## src/design/fsp_pkg.sv

```systemverilog
// Package for the format specifier parser: phase type, character codes, result type, helpers.
package fsp_pkg;

    // Parse phases
    typedef enum logic [1:0] {
        PH_FLAGS = 2'd0,
        PH_WIDTH = 2'd1,
        PH_DOTS  = 2'd2,
        PH_PREC  = 2'd3
    } t_phase;

    // Character codes
    localparam logic [7:0] CH_SPACE   = 8'h20;
    localparam logic [7:0] CH_HASH    = 8'h23;
    localparam logic [7:0] CH_PERCENT = 8'h25;
    localparam logic [7:0] CH_PLUS    = 8'h2B;
    localparam logic [7:0] CH_MINUS   = 8'h2D;
    localparam logic [7:0] CH_DOT     = 8'h2E;
    localparam logic [7:0] CH_ZERO    = 8'h30;
    localparam logic [7:0] CH_NINE    = 8'h39;
    localparam logic [7:0] CH_UP_S    = 8'h53;
    localparam logic [7:0] CH_UP_X    = 8'h58;
    localparam logic [7:0] CH_LO_B    = 8'h62;
    localparam logic [7:0] CH_LO_C    = 8'h63;
    localparam logic [7:0] CH_LO_D    = 8'h64;
    localparam logic [7:0] CH_LO_I    = 8'h69;
    localparam logic [7:0] CH_LO_O    = 8'h6F;
    localparam logic [7:0] CH_LO_P    = 8'h70;
    localparam logic [7:0] CH_LO_S    = 8'h73;
    localparam logic [7:0] CH_LO_U    = 8'h75;
    localparam logic [7:0] CH_LO_X    = 8'h78;

    // Number bases
    localparam logic [4:0] BASE_BIN = 5'd2;
    localparam logic [4:0] BASE_OCT = 5'd8;
    localparam logic [4:0] BASE_DEC = 5'd10;
    localparam logic [4:0] BASE_HEX = 5'd16;

    localparam logic [7:0]  LEN_MAX = 8'hFF;
    localparam logic [1:0]  DOTS_MAX = 2'd2;
    localparam logic [15:0] FIELD_MAX = 16'hFFFF;

    // One result item
    typedef struct packed {
        logic        well_formed;
        logic        plus_sign;
        logic        left_justify;
        logic        alternate_form;
        logic        zero_fill;
        logic        space_sign;
        logic [15:0] field_width;
        logic [15:0] precision_value;
        logic        has_precision;
        logic [7:0]  conversion;
        logic [4:0]  number_base;
        logic [7:0]  spec_length;
    } t_fsp_result;

    function automatic logic is_flag_char(input logic [7:0] c);
        case (c) inside
            CH_SPACE, CH_HASH, CH_ZERO, CH_PLUS, CH_MINUS: is_flag_char = 1'b1;
            default: is_flag_char = 1'b0;
        endcase
    endfunction

    function automatic logic is_digit_char(input logic [7:0] c);
        case (c) inside
            [CH_ZERO:CH_NINE]: is_digit_char = 1'b1;
            default: is_digit_char = 1'b0;
        endcase
    endfunction

    function automatic logic is_conv_letter(input logic [7:0] c);
        case (c) inside
            CH_LO_C, CH_LO_D, CH_LO_I, CH_LO_O, CH_LO_U, CH_LO_X, CH_UP_X,
            CH_LO_P, CH_LO_B, CH_LO_S, CH_UP_S: is_conv_letter = 1'b1;
            default: is_conv_letter = 1'b0;
        endcase
    endfunction

    function automatic logic [4:0] base_of(input logic [7:0] c);
        case (c) inside
            CH_LO_X, CH_UP_X: base_of = BASE_HEX;
            CH_LO_B:          base_of = BASE_BIN;
            CH_LO_O:          base_of = BASE_OCT;
            default:          base_of = BASE_DEC;
        endcase
    endfunction

    // Clamp an accumulator (zero-extended to 32 bits) to the 16-bit field range
    function automatic logic [15:0] clamp16(input logic [31:0] v);
        clamp16 = (v > 32'(FIELD_MAX)) ? FIELD_MAX : v[15:0];
    endfunction

endpackage

```

## src/design/fsp_dec_acc.sv

```systemverilog
// Saturating decimal accumulator step: acc * 10 + digit.
module fsp_dec_acc #(
    parameter int NUMBER_BITS = 16
) (
    input  logic [NUMBER_BITS-1:0] i_acc,
    input  logic [3:0]             i_digit,
    output logic [NUMBER_BITS-1:0] o_acc
);
    logic [NUMBER_BITS+3:0] sum;

    // times ten as shift-and-add, then saturate on any carry out of the range
    always_comb begin
        sum = {1'b0, i_acc, 3'b000} + {3'b000, i_acc, 1'b0} + (NUMBER_BITS+4)'(i_digit);
        if (sum[NUMBER_BITS+3:NUMBER_BITS] != 4'd0) begin
            o_acc = '1;
        end else begin
            o_acc = sum[NUMBER_BITS-1:0];
        end
    end
endmodule

```

## src/design/fsp_core.sv

```systemverilog
// Parse state and per-character phase update, with the result of a terminating character.
module fsp_core #(
    parameter int NUMBER_BITS = 16
) (
    input  logic                 i_clk,
    input  logic                 i_rst_n,
    input  logic                 i_fire,
    input  logic [7:0]           i_char,
    input  logic                 i_start,
    output logic                 o_term,
    output fsp_pkg::t_fsp_result o_res
);
    import fsp_pkg::*;

    t_phase                 r_phase, n_phase, e_phase;
    logic                   r_plus, n_plus, e_plus;
    logic                   r_minus, n_minus, e_minus;
    logic                   r_hash, n_hash, e_hash;
    logic                   r_zero, n_zero, e_zero;
    logic                   r_lfso, n_lfso, e_lfso;
    logic                   r_space, n_space, e_space;
    logic [NUMBER_BITS-1:0] r_width, n_width, e_width;
    logic [NUMBER_BITS-1:0] r_prec, n_prec, e_prec;
    logic [1:0]             r_dots, n_dots, e_dots;
    logic [7:0]             r_len, n_len, e_len;
    logic [NUMBER_BITS-1:0] width_step, prec_step;
    t_phase                 ph;
    logic                   sp;
    logic                   ok;

    fsp_dec_acc #(.NUMBER_BITS(NUMBER_BITS)) u_width_acc (
        .i_acc(e_width), .i_digit(i_char[3:0]), .o_acc(width_step)
    );
    fsp_dec_acc #(.NUMBER_BITS(NUMBER_BITS)) u_prec_acc (
        .i_acc(e_prec), .i_digit(i_char[3:0]), .o_acc(prec_step)
    );

    // state seen by this item: cleared first when it starts a specifier
    always_comb begin
        e_phase = i_start ? PH_FLAGS : r_phase;
        e_plus  = i_start ? 1'b0 : r_plus;
        e_minus = i_start ? 1'b0 : r_minus;
        e_hash  = i_start ? 1'b0 : r_hash;
        e_zero  = i_start ? 1'b0 : r_zero;
        e_lfso  = i_start ? 1'b0 : r_lfso;
        e_space = i_start ? 1'b0 : r_space;
        e_width = i_start ? '0 : r_width;
        e_prec  = i_start ? '0 : r_prec;
        e_dots  = i_start ? 2'd0 : r_dots;
        e_len   = i_start ? 8'd0 : r_len;
    end

    // phase update and result
    always_comb begin
        n_phase = e_phase;
        n_plus  = e_plus;
        n_minus = e_minus;
        n_hash  = e_hash;
        n_zero  = e_zero;
        n_lfso  = e_lfso;
        n_space = e_space;
        n_width = e_width;
        n_prec  = e_prec;
        n_dots  = e_dots;
        n_len   = (e_len != LEN_MAX) ? e_len + 8'd1 : e_len;
        o_term  = 1'b0;
        ph      = e_phase;
        sp      = e_space;
        ok      = 1'b0;

        // malformed result by default
        o_res             = '0;
        o_res.number_base = BASE_DEC;

        if (e_phase == PH_FLAGS && is_flag_char(i_char)) begin
            n_plus  = e_plus  | (i_char == CH_PLUS);
            n_minus = e_minus | (i_char == CH_MINUS);
            n_hash  = e_hash  | (i_char == CH_HASH);
            if (n_minus) begin
                n_zero = 1'b0;
            end else if (i_char == CH_ZERO) begin
                n_zero = 1'b1;
            end
            n_lfso = (i_char == CH_SPACE) && !n_minus && !n_plus && !n_hash;
        end else begin
            // leaving the flag phase fixes the space flag
            if (e_phase == PH_FLAGS) begin
                ph = PH_WIDTH;
                sp = e_lfso && is_conv_letter(i_char);
            end
            n_phase = ph;
            n_space = sp;
            if (ph == PH_WIDTH && is_digit_char(i_char)) begin
                n_width = width_step;
            end else if ((ph == PH_WIDTH || ph == PH_DOTS) && i_char == CH_DOT) begin
                n_dots  = (e_dots != DOTS_MAX) ? e_dots + 2'd1 : e_dots;
                n_phase = PH_DOTS;
            end else if (is_digit_char(i_char)) begin
                n_prec  = prec_step;
                n_phase = PH_PREC;
            end else begin
                o_term = 1'b1;
                ok = (e_dots != DOTS_MAX) &&
                     (i_char == CH_PERCENT || is_conv_letter(i_char));
                if (ok) begin
                    o_res.well_formed     = 1'b1;
                    o_res.plus_sign       = e_plus;
                    o_res.left_justify    = e_minus;
                    o_res.alternate_form  = e_hash;
                    o_res.zero_fill       = e_zero;
                    o_res.space_sign      = sp;
                    o_res.field_width     = clamp16(32'(e_width));
                    o_res.precision_value = clamp16(32'(e_prec));
                    o_res.has_precision   = (e_dots == 2'd1);
                    o_res.conversion      = i_char;
                    o_res.number_base     = base_of(i_char);
                    o_res.spec_length     = n_len;
                end
                // back to the cleared state
                n_phase = PH_FLAGS;
                n_plus  = 1'b0;
                n_minus = 1'b0;
                n_hash  = 1'b0;
                n_zero  = 1'b0;
                n_lfso  = 1'b0;
                n_space = 1'b0;
                n_width = '0;
                n_prec  = '0;
                n_dots  = 2'd0;
                n_len   = 8'd0;
            end
        end
    end

    // parse state registers
    always_ff @(posedge i_clk) begin
        if (!i_rst_n) begin
            r_phase <= PH_FLAGS;
            r_plus  <= 1'b0;
            r_minus <= 1'b0;
            r_hash  <= 1'b0;
            r_zero  <= 1'b0;
            r_lfso  <= 1'b0;
            r_space <= 1'b0;
            r_width <= '0;
            r_prec  <= '0;
            r_dots  <= 2'd0;
            r_len   <= 8'd0;
        end else if (i_fire) begin
            r_phase <= n_phase;
            r_plus  <= n_plus;
            r_minus <= n_minus;
            r_hash  <= n_hash;
            r_zero  <= n_zero;
            r_lfso  <= n_lfso;
            r_space <= n_space;
            r_width <= n_width;
            r_prec  <= n_prec;
            r_dots  <= n_dots;
            r_len   <= n_len;
        end
    end
endmodule

```

## src/design/format_specifier_parser_unit.sv

```systemverilog
// Top level of the format specifier parser: input register, parse core, result register.
//
// Takes the bytes after a percent sign, one item per clock cycle, and gives one result item
// for each byte that ends a specifier. An accepted item is parsed from the input register
// by the parse core, and its result is loaded into the result register when the item
// leaves the input register; the result register drives the master side. The
// input side stalls only when a terminating byte meets a result register that is still
// full and not being taken; otherwise a new item is taken every cycle.
// NUMBER_BITS sets the width of the width and precision accumulators, which saturate at
// 2^NUMBER_BITS-1 and are clamped again to 16 bits on output.
module format_specifier_parser_unit #(
    parameter int NUMBER_BITS = 16
) (
    input  logic        i_clk,
    input  logic        i_rst_n,
    input  logic        i_s_tvalid,
    output logic        o_s_tready,
    input  logic [7:0]  i_s_tdata,   // [7:0] character
    input  logic        i_s_tuser,   // [0] spec_start
    output logic        o_m_tvalid,
    input  logic        i_m_tready,
    output logic [63:0] o_m_tdata,   // [0] plus_sign, [1] left_justify, [2] alternate_form,
                                     // [3] zero_fill, [4] space_sign, [20:5] field_width,
                                     // [36:21] precision_value, [37] has_precision,
                                     // [45:38] conversion, [50:46] number_base,
                                     // [58:51] spec_length, [63:59] zero
    output logic        o_m_tuser    // [0] well_formed
);
    import fsp_pkg::*;

    logic        r_s1_vld;
    logic [7:0]  r_s1_char;
    logic        r_s1_start;
    logic        r_o_vld;
    t_fsp_result r_o_res;
    t_fsp_result core_res;
    logic        core_term;
    logic        out_free;
    logic        s1_fire;

    fsp_core #(.NUMBER_BITS(NUMBER_BITS)) u_core (
        .i_clk   (i_clk),
        .i_rst_n (i_rst_n),
        .i_fire  (s1_fire),
        .i_char  (r_s1_char),
        .i_start (r_s1_start),
        .o_term  (core_term),
        .o_res   (core_res)
    );

    // handshake: only a terminating item needs room in the result register
    assign out_free   = !r_o_vld || i_m_tready;
    assign s1_fire    = r_s1_vld && (!core_term || out_free);
    assign o_s_tready = !r_s1_vld || s1_fire;

    // input register
    always_ff @(posedge i_clk) begin
        if (!i_rst_n) begin
            r_s1_vld <= 1'b0;
        end else if (o_s_tready) begin
            r_s1_vld <= i_s_tvalid;
        end
    end

    always_ff @(posedge i_clk) begin
        if (o_s_tready && i_s_tvalid) begin
            r_s1_char  <= i_s_tdata;
            r_s1_start <= i_s_tuser;
        end
    end

    // result register
    always_ff @(posedge i_clk) begin
        if (!i_rst_n) begin
            r_o_vld <= 1'b0;
        end else if (out_free) begin
            r_o_vld <= s1_fire && core_term;
        end
    end

    always_ff @(posedge i_clk) begin
        if (out_free && s1_fire && core_term) begin
            r_o_res <= core_res;
        end
    end

    assign o_m_tvalid = r_o_vld;
    assign o_m_tuser  = r_o_res.well_formed;
    assign o_m_tdata  = {5'b00000,
                         r_o_res.spec_length,
                         r_o_res.number_base,
                         r_o_res.conversion,
                         r_o_res.has_precision,
                         r_o_res.precision_value,
                         r_o_res.field_width,
                         r_o_res.space_sign,
                         r_o_res.zero_fill,
                         r_o_res.alternate_form,
                         r_o_res.left_justify,
                         r_o_res.plus_sign};
endmodule

```

## config.mk

```make
export PLATFORM = sky130hd
export DESIGN_NAME = format_specifier_parser_unit
export DESIGN_NICKNAME = d
export VERILOG_FILES = /design/src/design/fsp_pkg.sv /design/src/design/fsp_dec_acc.sv /design/src/design/fsp_core.sv /design/src/design/format_specifier_parser_unit.sv
export SDC_FILE = /design/constraint.sdc
export NUM_CORES = 1
export LEC_CHECK = 0
export ABC_CLOCK_PERIOD_IN_PS = 6100
export BUFFER_PORTS_ARGS = -buffer_cell sky130_fd_sc_hd__buf_2
export CAP_MARGIN = 10
export CORE_UTILIZATION = 40
export CTS_CLUSTER_DIAMETER = 200
export CTS_CLUSTER_SIZE = 20
export DETAILED_ROUTE_END_ITERATION = 6
export GPL_ROUTABILITY_DRIVEN = 0
export HOLD_SLACK_MARGIN = 0.06
export SETUP_SLACK_MARGIN = 0.15
export SYNTH_ARGS = -nofsm -noshare
export SYNTH_HDL_FRONTEND = slang
export SYNTH_HIERARCHICAL = 1
export SYNTH_SLANG_ARGS = --single-unit
```

## constraint.sdc

```tcl
create_clock -name i_clk -period 6.1 [get_ports i_clk]
set_input_delay 0.61 -clock i_clk [delete_from_list [all_inputs] [get_ports i_clk]]
set_output_delay 0.61 -clock i_clk [all_outputs]
set_load 0.01 [all_outputs]
```

==> results of run 1 <==
[routing by layer]
layer	wire (um)	share of wire, %
met5	0	0
met4	197	1.1
met3	526	3.0
met2	8650	49
met1	8260	47
[critical path, stage by stage (launching register included)]
cell and delay (ns):
sky130_fd_sc_hd__edfxtp_1 0.41, sky130_fd_sc_hd__buf_4 0.24, sky130_fd_sc_hd__nor2b_1 0.25, sky130_fd_sc_hd__ha_1 0.19, sky130_fd_sc_hd__ha_1 0.21, sky130_fd_sc_hd__inv_1 0.08
sky130_fd_sc_hd__fa_1 0.45, sky130_fd_sc_hd__nand2b_1 0.18, sky130_fd_sc_hd__a21oi_1 0.21, sky130_fd_sc_hd__nor2b_1 0.12, sky130_fd_sc_hd__o41ai_1 0.42, sky130_fd_sc_hd__xor2_1 0.16
sky130_fd_sc_hd__or4_1 0.56, sky130_fd_sc_hd__or3b_1 0.37, sky130_fd_sc_hd__a22o_1 0.20
[placed cells by master (no fill, tap or decap), drive strengths merged, types with 4 or more instances in the layout]
| cell | synthesis | layout |
|---|---|---|
| nand2 | 65 | 65 |
| xor2 | 16 | 16 |
| a21o | 5 | 5 |
| nor3 | 17 | 17 |
| inv | 23 | 32 |
| nor4 | 6 | 6 |
| or4 | 6 | 6 |
| nand2b | 21 | 21 |
| and3 | 6 | 6 |
| fa | 4 | 4 |
| nand3 | 11 | 11 |
| nor4b | 4 | 4 |
| nor3b | 7 | 7 |
| a21oi | 43 | 43 |
| o21ai | 34 | 34 |
| nor2 | 33 | 33 |
| a21boi | 11 | 11 |
| nor2b | 40 | 40 |
| clkbuf | 13 | 19 |
| o211ai | 11 | 11 |
| dfxtp | 52 | 52 |
| o22ai | 5 | 5 |
| a31oi | 6 | 6 |
| a211oi | 10 | 10 |
| conb | 2 | 8 |
| and2 | 42 | 42 |
| ha | 66 | 66 |
| a22o | 35 | 35 |
| nand4 | 11 | 11 |
| buf | 26 | 80 |
| edfxtp | 69 | 69 |
| xnor2 | 14 | 14 |
[synthesized netlist by cell type, drive strengths merged (4+ instances only)]
library cell and instances:
a31oi 6, a22o 35, and3 6, o21ai 34, inv 23, buf 26
dfxtp 52, a21boi 11, a211oi 10, nand2 65, nor2 33, nand2b 21
nor2b 40, nand3 11, clkbuf 13, nor4b 4, and2 42, nor3 17
fa 4, a21oi 43, xnor2 14, ha 66, nand4 11, nor3b 7
o22ai 5, xor2 16, o211ai 11, edfxtp 69, a21o 5, nor4 6
or4 6
[per-stage QoR]
stage,area (um2),setup slack (ns),utilization (%),std cells
floorplan,7700,1.47,-,773
global placement,8200,2.09,43.7,1048
detailed placement,8200,1.99,43.7,1048
CTS,8760,1.95,46.7,1080
global route,8760,1.67,46.7,1080
finish,8760,1.96,46.7,1080
[state kept, by name, summed over array words and instances (netlist names)]
signal and count:
u_core/r_space 1, o_m_tuser 1, r_s1_char 8, u_core/r_plus 1, u_core/r_minus 1, u_core/r_width 16
u_core/r_prec 16, u_core/r_lfso 1, u_core/r_zero 1, r_s1_start 1, r_s1_vld 1, u_core/r_dots 2
u_core/r_len 8, o_m_tdata 59, u_core/r_phase 2, o_m_tvalid 1, u_core/r_hash 1
[kinds of logic (layout without fill, tap and decap cells)]
group,after synthesis,after routing,share of synthesized area (%)
and+or+nand+nor,294,294,22.2
other,2,8,0.0978
xor gates and xnor gates,30,30,3.42
DFF,121,121,40.6
adders and majority gates,70,70,11.8
buffers and inverters,63,136,3.99
AOI/OAI and AO/OA,184,184,17.5
muxes,3,3,0.407
[cell type report]
cell class | instances | area [um2]
clock buffers | 19 | 453
clock inverters | 13 | 106
fillers | 1803 | 10000
inverters | 24 | 90.1
multi-input cells | 589 | 4290
flip-flops and latches | 121 | 3110
well taps | 234 | 293
repair buffers | 80 | 415
[worst max path at each step]
stage | start | endpoint | slack [ns] | depth (start not counted)
floorplan | r_s1_char[3]$_DFFE_PP_ | o_m_tdata[0]$_DFFE_PP_ | 1.47 | 8
global placement | r_s1_start$_DFFE_PP_ | u_core/r_width[3]$_SDFFE_PN0P_ | 2.09 | 13
detailed placement | r_s1_start$_DFFE_PP_ | u_core/r_prec[3]$_SDFFE_PN0P_ | 1.99 | 14
CTS | r_s1_start$_DFFE_PP_ | u_core/r_prec[3]$_SDFFE_PN0P_ | 1.95 | 14
global route | r_s1_start$_DFFE_PP_ | u_core/r_width[3]$_SDFFE_PN0P_ | 1.67 | 14
finish | r_s1_start$_DFFE_PP_ | u_core/r_prec[3]$_SDFFE_PN0P_ | 1.96 | 14
[power by group through the flow]
| stage | logic, mW | clock network, mW | registers, mW |
|---|---|---|---|
| global placement | 0.102 | 0 | 0.917 |
| CTS | 0.103 | 0.964 | 0.900 |
| global route | 0.111 | 1.00 | 0.902 |
| finish | 0.102 | 0.944 | 0.900 |
| detailed placement | 0.102 | 0 | 0.917 |
| floorplan | 0.0641 | 0 | 0.919 |
==> impl_metrics.ini, run 1 <==
[status]
outcome = completed

[clocking]
path_clk_slew_ns = 0.06
clock_sink_count = 121
tritoncts = done
cts_repair_resize_count = 0
clockRootBuffer = sky130_fd_sc_hd__clkbuf_16
holdBufCountCts = 0
cts_setup_buffers = 0
clock_insertion_delay_worst_skew_ns = 0.42
cts-buffers-inserted = 17
ctsHtreeMaxLevel = 4
clock_tree.buffer_depth = 2

[finish]
antenna_cell_count = 0
syn2layout_area_growth_pct = 14.1
drive_gt1_share_pct = 16.7
final_nets = 916

[timing]
final.hold.worst_slack_ns = 0.372
tns_ns = 0
slew-limit-headroom_pct = 40.7
post-route-period-util_pct = 67.9
worst_slew_pin_slew_ns = 0.883
hold_fails_final_rpt = 0
setup-violations-final = 0
rsz0062_at_grt = no
fin_worst_skew_ns = 0.0109
slew_violations = 0
final.min_clock_period_ns = 4.14
timing.fmax_ghz = 0.241

[critical_path]
regToRegStartpoint = r_s1_start$_DFFE_PP_
timing.critical_path.fanout_max = 24
critical_path_required_ns = 6.41
critPathLaunchType = register
setup.worst_path.end_class = register
worst-r2r-cell-count = 14
rrSetupSlack_ns = 1.96
setup.worst_path.class = reg2reg
cp.arrival_ns = 4.45
reg2reg_to = u_core/r_prec[3]$_SDFFE_PN0P_

[grt]
global_route.usage.met2_pct = 31.3
grt_antenna_before_repair = 0
grt_pass1_vias = 5739
grt_util_all_layers_pct = 18.5
grt.overflow.total = 0
global_route_met1_usage_pct = 24.2
top_usage_layer = met2
grt_max_degree = 61
grt_first_pass_wirelength_um = 29000
global_route.usage.met3_pct = 2.74

[synth]
ys.flop_type = sky130_fd_sc_hd__edfxtp_1
ys_types = 80
post_synth_instance_area_um2 = 7680
synth_enable_flop_cells = 69
synth-warning-count = 6
area_share_of_the_leading_cell_type_in_the_synthesized_netlist_pct = 27.0
syn-mean-instance-area_um2 = 10.0
synthesis.instances = 767
synth.ff_latch_count = 121
netlist_top_cells_area = sky130_fd_sc_hd__edfxtp_1 (27%), sky130_fd_sc_hd__dfxtp_1 (14%), sky130_fd_sc_hd__ha_1 (11%), sky130_fd_sc_hd__a22o_1 (4.0%), sky130_fd_sc_hd__and2_1 (3.4%)
synthArstFlopShare_pct = 0
synth_top_cell_by_area = sky130_fd_sc_hd__edfxtp_1
synth.yosys.seq_area_share_pct = 40.6

[placed_design]
dp_hpwl_um = 13200
placement.io_buffers = 74

[power]
p_leak_nw = 3.82
sw_power_mw = 0.478
pwr-share-seq_pct = 46.2
p_comb_share_pct = 5.2
worst_ir_drop_vdd_mv = 0.131
power_frac_clock_pct = 48.5
total_power_mw = 1.95
cellPowerDensity_nw_per_um2 = 222
power_switching_share_pct = 24.6
power.internal_mw = 1.47

[drt]
route.vias.total = 5907
totalWireLength_um = 17600
detail_route.wl_per_cell_um = 16.3
dr.pass1.iters = 5
detail_route.iter0.violations = 348
viasPerCell = 5.47
remaining_drc_errors = 0
ant_nets = 0

[flow_run]
maxCapViolations = 0

[min_path]
worstHoldStart = i_s_tdata[4]
whs_path_depth = 1
worstHoldPathType = in2reg
min_to = r_s1_char[4]$_DFFE_PP_

[floorplanning]
start_util_pct = 40.9
placementRows = 50
die_h_um = 141
chipWidth_um = 141
ios = 80
floorplan.core_area_um2 = 18800
floorplan_die_area_um2 = 19700
Power figures use the tool's default switching activity.
==> run 2: changes to the inputs <==
ABC_CLOCK_PERIOD_IN_PS = 4000   (was 6100)
clock period = 4 ns   (was 6.1 ns; I/O delays follow)
==> impl_metrics.ini, run 2 (same netlist as run 1, synthesis figures left out) <==
[status]
outcome = completed

[power]
power_frac_clock_pct = 49.8
power.internal_mw = 2.37
sw_power_mw = 0.697
p_leak_nw = 3.92
p_comb_share_pct = 5.7
power_switching_share_pct = 22.8
total_power_mw = 3.06
cellPowerDensity_nw_per_um2 = 342
pwr-share-seq_pct = 44.4
worst_ir_drop_vdd_mv = 0.216

[critical_path]
crit_chain = buf_4, nor2b_4, fa_1, inv_1, fa_1, nand2b_1, a21oi_1, nor2b_1, o41ai_2, xor2_1, or4_1, or3b_1, a22o_1
setup.worst_path.end_class = register
setup.worst_path.class = reg2reg
worst_setup_path_startpoint = r_s1_start$_DFFE_PP_
regToRegStartpoint = r_s1_start$_DFFE_PP_
critical_path.slowest_cell = sky130_fd_sc_hd__fa_1
critical_path_required_ns = 4.31
critPathLaunchType = register
timing.critical_path.fanout_max = 4
worst_path_most_repeated_cell = sky130_fd_sc_hd__fa_1
cpPeakStageDelay_ns = 0.57
cp.arrival_ns = 3.98

[grt]
grt.overflow.total = 0
grt_antenna_before_repair = 0
grt_pass1_vias = 5734
grt_first_pass_wirelength_um = 29400
grt_max_degree = 40
grt_util_all_layers_pct = 18.7

[finish]
design_area_um2 = 8950
antenna_cell_count = 0
largest_register_ffs = 59
layout.cells.most_common = sky130_fd_sc_hd__buf_2
syn2layout_area_growth_pct = 16.6
layout_common_cells = sky130_fd_sc_hd__buf_2 (74), sky130_fd_sc_hd__edfxtp_1 (69), sky130_fd_sc_hd__nand2_1 (65)
final_nets = 931
drive_gt1_share_pct = 19.4

[clocking]
clock_tree.buffer_depth = 2
ctsHtreeMaxLevel = 4
path_clk_slew_ns = 0.06
clockRootBuffer = sky130_fd_sc_hd__clkbuf_16
cts-buffers-inserted = 17
clock_sink_count = 121
clock_insertion_delay_worst_skew_ns = 0.41
tritoncts = done

[drt]
dr.pass1.iters = 4
totalWireLength_um = 17900
viasPerCell = 5.38
detail_route.iter0.violations = 457
route.vias.total = 5892
remaining_drc_errors = 0
ant_nets = 0
detail_route.wl_per_cell_um = 16.4

[placed_design]
detailed_place.area_um2 = 8310
dp_hpwl_um = 13400
placement.setup.worst_slack_ns = 0.217
placement.io_buffers = 74

[flow_run]
maxCapViolations = 0

[min_path]
worstHoldPathType = in2reg
worstHoldStart = i_s_tdata[1]

[timing]
rsz0062_at_grt = yes
tns_ns = 0
timing.fmax_ghz = 0.272
slew_violations = 0
setup_slack_ns = 0.328
worst_slew_pin_slew_ns = 0.749
final.min_clock_period_ns = 3.67
fin_worst_skew_ns = 0.00824
slew-limit-headroom_pct = 49.9
setup-violations-final = 0
post-route-period-util_pct = 91.8
hold_fails_final_rpt = 0

[floorplanning]
chipWidth_um = 141
floorplan.core_area_um2 = 18800
floorplan_die_area_um2 = 19700
ios = 80
placementRows = 50
start_util_pct = 40.9
die_h_um = 141
==> run 2: cell types whose count changed in the layout (fill, tap and decap cells not counted), sizes merged <==
cell / delta
bufinv: +1
inv: -5
buf: +14
clkbuf: +6
clkinv: -1
==> run 2: path summary, 6_finish.rpt <==
path | endpoint | slack [ns] | cells after the start
setup / recovery | u_core/r_prec[3]$_SDFFE_PN0P_ | 0.33 | 13
hold / removal | r_s1_char[1]$_DFFE_PP_ | 0.16 | 1
setup reg to reg | u_core/r_prec[3]$_SDFFE_PN0P_ | 0.33 | 13
hold reg to reg | u_core/r_dots[1]$_SDFFE_PN0P_ | 0.47 | 2
==> run 2: metal layers <==
metal / vias to the layer above / GRT usage, % / routed length, um
li1: 2991 / - / -
met4: 0 / 5.89 / 208
met1: 2786 / 25.4 / 8850
met2: 101 / 30.7 / 8470
met3: 14 / 2.77 / 412
met5: - / 0 / 0
==> run 2: stage by stage <==
stage | std cells | utilization [%] | hold WS [ns]
6_report | 1095 | 47.7 | 0.160
5_1_grt | 1095 | 47.7 | 0.150
4_1_cts | 1092 | 47.4 | 0.140
3_5_place_dp | 1060 | 44.3 | 0.461
3_3_place_gp | 1060 | 44.3 | 0.455
2_1_floorplan | 773 | - | 0.427
==> run 2: repair_timing <==
| item | 4_1_cts | 5_1_grt |
|---|---|---|
| hold buffers | 0 | 0 |
| gates resized for setup | 0 | 13 |
| endpoints found under the hold margin | 0 | 0 |
| endpoints found under the setup margin | 0 | 33 |
| buffers inserted | 0 | 3 |
==> run 2: power by group through the flow <==
stage	clock network, mW	registers [mW]	logic, mW
floorplan	0	1.40	0.0990
global placement	0	1.39	0.171
detailed placement	0	1.39	0.172
CTS	1.55	1.36	0.173
global route	1.60	1.36	0.192
finish	1.53	1.36	0.176
==> run 2: layout make-up <==
type	instances	area, um2
fillers	1747	9820
repair buffers	95	526
clock inverters	8	81.3
inverters	24	90.1
clock buffers	24	513
multi-input cells	589	4340
well taps	234	293
flip-flops and latches	121	3110
==> run 2: critical path: cells and delay by family, from the launching register on <==
family	cells	cell delay, ns
adders and majority gates	2	0.96
and+or+nand+nor	5	1.22
AOI/OAI and AO/OA	3	0.67
xor gates and xnor gates	1	0.13
DFF	1	0.36
buffers and inverters	2	0.22
==> run 3: changes to the inputs <==
ABC_CLOCK_PERIOD_IN_PS = 3100   (was 4000)
clock period = 3.1 ns   (was 4 ns; I/O delays follow)
==> impl_metrics.ini, run 3 (same netlist as run 1, synthesis figures left out) <==
[timing]
post-route-period-util_pct = 115
setup_slack_ns = -0.476
fin_worst_skew_ns = 0.00882
slew_violations = 0
timing.fmax_ghz = 0.280
setup-violations-final = 32
rsz0062_at_grt = yes
final.hold.worst_slack_ns = 0.0726
final.min_clock_period_ns = 3.58
worst_slew_pin_slew_ns = 0.769
tns_ns = -12.40
hold_fails_final_rpt = 0
slew-limit-headroom_pct = 48.7

[finish]
layout_common_cells = sky130_fd_sc_hd__buf_4 (144), sky130_fd_sc_hd__buf_2 (74), sky130_fd_sc_hd__edfxtp_1 (69)
final_util_pct = 57.4
largest_register_ffs = 59
layout.cells.most_common = sky130_fd_sc_hd__buf_4
final_nets = 1082
syn2layout_area_growth_pct = 40.4
drive_gt1_share_pct = 39.3
antenna_cell_count = 0

[critical_path]
crit_chain = buf_6, buf_8, nor2b_4, fa_1, buf_6, ha_4, a211oi_4, o211ai_2, a41oi_4, o21ai_2, xor2_2, or4_4, or3b_1, a22o_1
cpPeakStageDelay_ns = 0.45
worst-r2r-cell-count = 14
cp.arrival_ns = 3.88
setup.worst_path.end_class = register
worst_path_most_repeated_cell = sky130_fd_sc_hd__buf_6
timing.critical_path.fanout_max = 4
regToRegStartpoint = r_s1_start$_DFFE_PP_
critPathLaunchType = register
critical_path_required_ns = 3.40
reg2reg_to = u_core/r_width[3]$_SDFFE_PN0P_
setup.worst_path.class = reg2reg
rrSetupSlack_ns = -0.48
critical_path.slowest_cell = sky130_fd_sc_hd__fa_1

[clocking]
clockRootBuffer = sky130_fd_sc_hd__clkbuf_16
clock_tree.buffer_depth = 2
ctsHtreeMaxLevel = 4
clock_insertion_delay_worst_skew_ns = 0.42
tritoncts = done
path_clk_slew_ns = 0.06
clock_sink_count = 121
cts-buffers-inserted = 17

[floorplanning]
chipWidth_um = 141
floorplan.core_area_um2 = 18800
floorplan_die_area_um2 = 19700
ios = 80
placementRows = 50
die_h_um = 141
start_util_pct = 40.9

[drt]
detail_route.wl_per_cell_um = 16.3
remaining_drc_errors = 0
ant_nets = 0
viasPerCell = 5.36
totalWireLength_um = 20300
dr.pass1.iters = 6
route.vias.total = 6682
detail_route.iter0.violations = 344

[power]
worst_ir_drop_vdd_mv = 0.377
p_leak_nw = 4.78
cellPowerDensity_nw_per_um2 = 372

[grt]
grt.overflow.total = 0
global_route.usage.met2_pct = 34.7
grt_antenna_before_repair = 0
global_route_met1_usage_pct = 26.3
grt_util_all_layers_pct = 20.5
grt_pass1_vias = 6328
grt_first_pass_wirelength_um = 31900
grt_max_degree = 43
global_route.usage.met3_pct = 4.03
top_usage_layer = met2

[min_path]
worstHoldStart = i_s_tdata[3]
whs_path_depth = 1
min_to = r_s1_char[3]$_DFFE_PP_
worstHoldPathType = in2reg

[placed_design]
dp_hpwl_um = 14200
placement.io_buffers = 74
placement.setup.worst_slack_ns = -0.461

[flow_run]
maxCapViolations = 0

[status]
violations = setup timing
outcome = finished, violations left
[run 3: changes by cell type in the layout (fill, tap and decap cells not counted), sizes merged]
| cell | change |
|---|---|
| buf | +146 |
| bufinv | +1 |
| clkbuf | -5 |
| clkinv | +5 |
| clkinvlp | +2 |
| dlygate4sd3 | +6 |
| inv | -4 |
[run 3: worst max-delay path by stage]
stage / start / to / slack (ns) / cells after the start
final: r_s1_start$_DFFE_PP_ / u_core/r_width[3]$_SDFFE_PN0P_ / -0.48 / 14
after global routing: r_s1_start$_DFFE_PP_ / u_core/r_prec[3]$_SDFFE_PN0P_ / -0.62 / 13
after CTS: r_s1_start$_DFFE_PP_ / u_core/r_width[3]$_SDFFE_PN0P_ / -0.46 / 15
after detailed placement: r_s1_start$_DFFE_PP_ / u_core/r_prec[14]$_SDFFE_PN0P_ / -0.46 / 15
after global placement: r_s1_start$_DFFE_PP_ / u_core/r_width[3]$_SDFFE_PN0P_ / -0.36 / 13
after floorplan: r_s1_start$_DFFE_PP_ / u_core/r_prec[3]$_SDFFE_PN0P_ / -0.46 / 14
[run 3: worst max-delay path, delay by kind of cell (launching register included)]
| kind | cells | cell delay, ns |
|---|---|---|
| adder cells (fa/ha/maj) | 2 | 0.67 |
| AND/OR/NAND/NOR | 3 | 0.90 |
| XOR/XNOR | 1 | 0.15 |
| buffers and inverters | 3 | 0.41 |
| AO/OA/AOI/OAI | 5 | 0.91 |
| flip-flops | 1 | 0.42 |
[run 3: area by class of cell]
class                           count  area (um2)
Clock buffer                       20         457
Clock inverter                     12         126
Fill cell                        1613        7990
Inverter                           24        92.6
Multi-Input combinational cell    589        4880
Sequential cell                   121        3110
Tap cell                          234         293
Timing Repair Buffer              246        1820
[run 3: per-layer routing]
metal	wire [um]	part of all wire, %	vias to the layer above
met1	9290	46	3207
met5	0	0	-
met4	291	1.4	0
li1	-	-	3304
met2	10000	49	148
met3	718	3.5	23
[run 3: per-stage QoR]
stage,std cells,cell area (um2),power (mW)
after floorplan,773,7830,1.94
after global placement,1187,9370,2.04
after detailed placement,1187,9370,2.04
after CTS,1230,10200,4.01
after global routing,1246,10800,4.14
final,1246,10800,4.01
[run 3: repair_timing]
item                                   CTS  global route
hold buffers                             5             1
gates cloned                             1             2
endpoints found under the hold margin    5             1
setup endpoints to repair               44            73
pin swaps                               29            32
setup buffers                            5            13
resized for setup                       40            97
[run 3: power by group]
part	leakage [nW]	switching (mW)	internal (mW)
Combinational	3.42	0.176	0.120
Clock	0.275	0.736	1.22
Sequential	1.09	0.0218	1.74
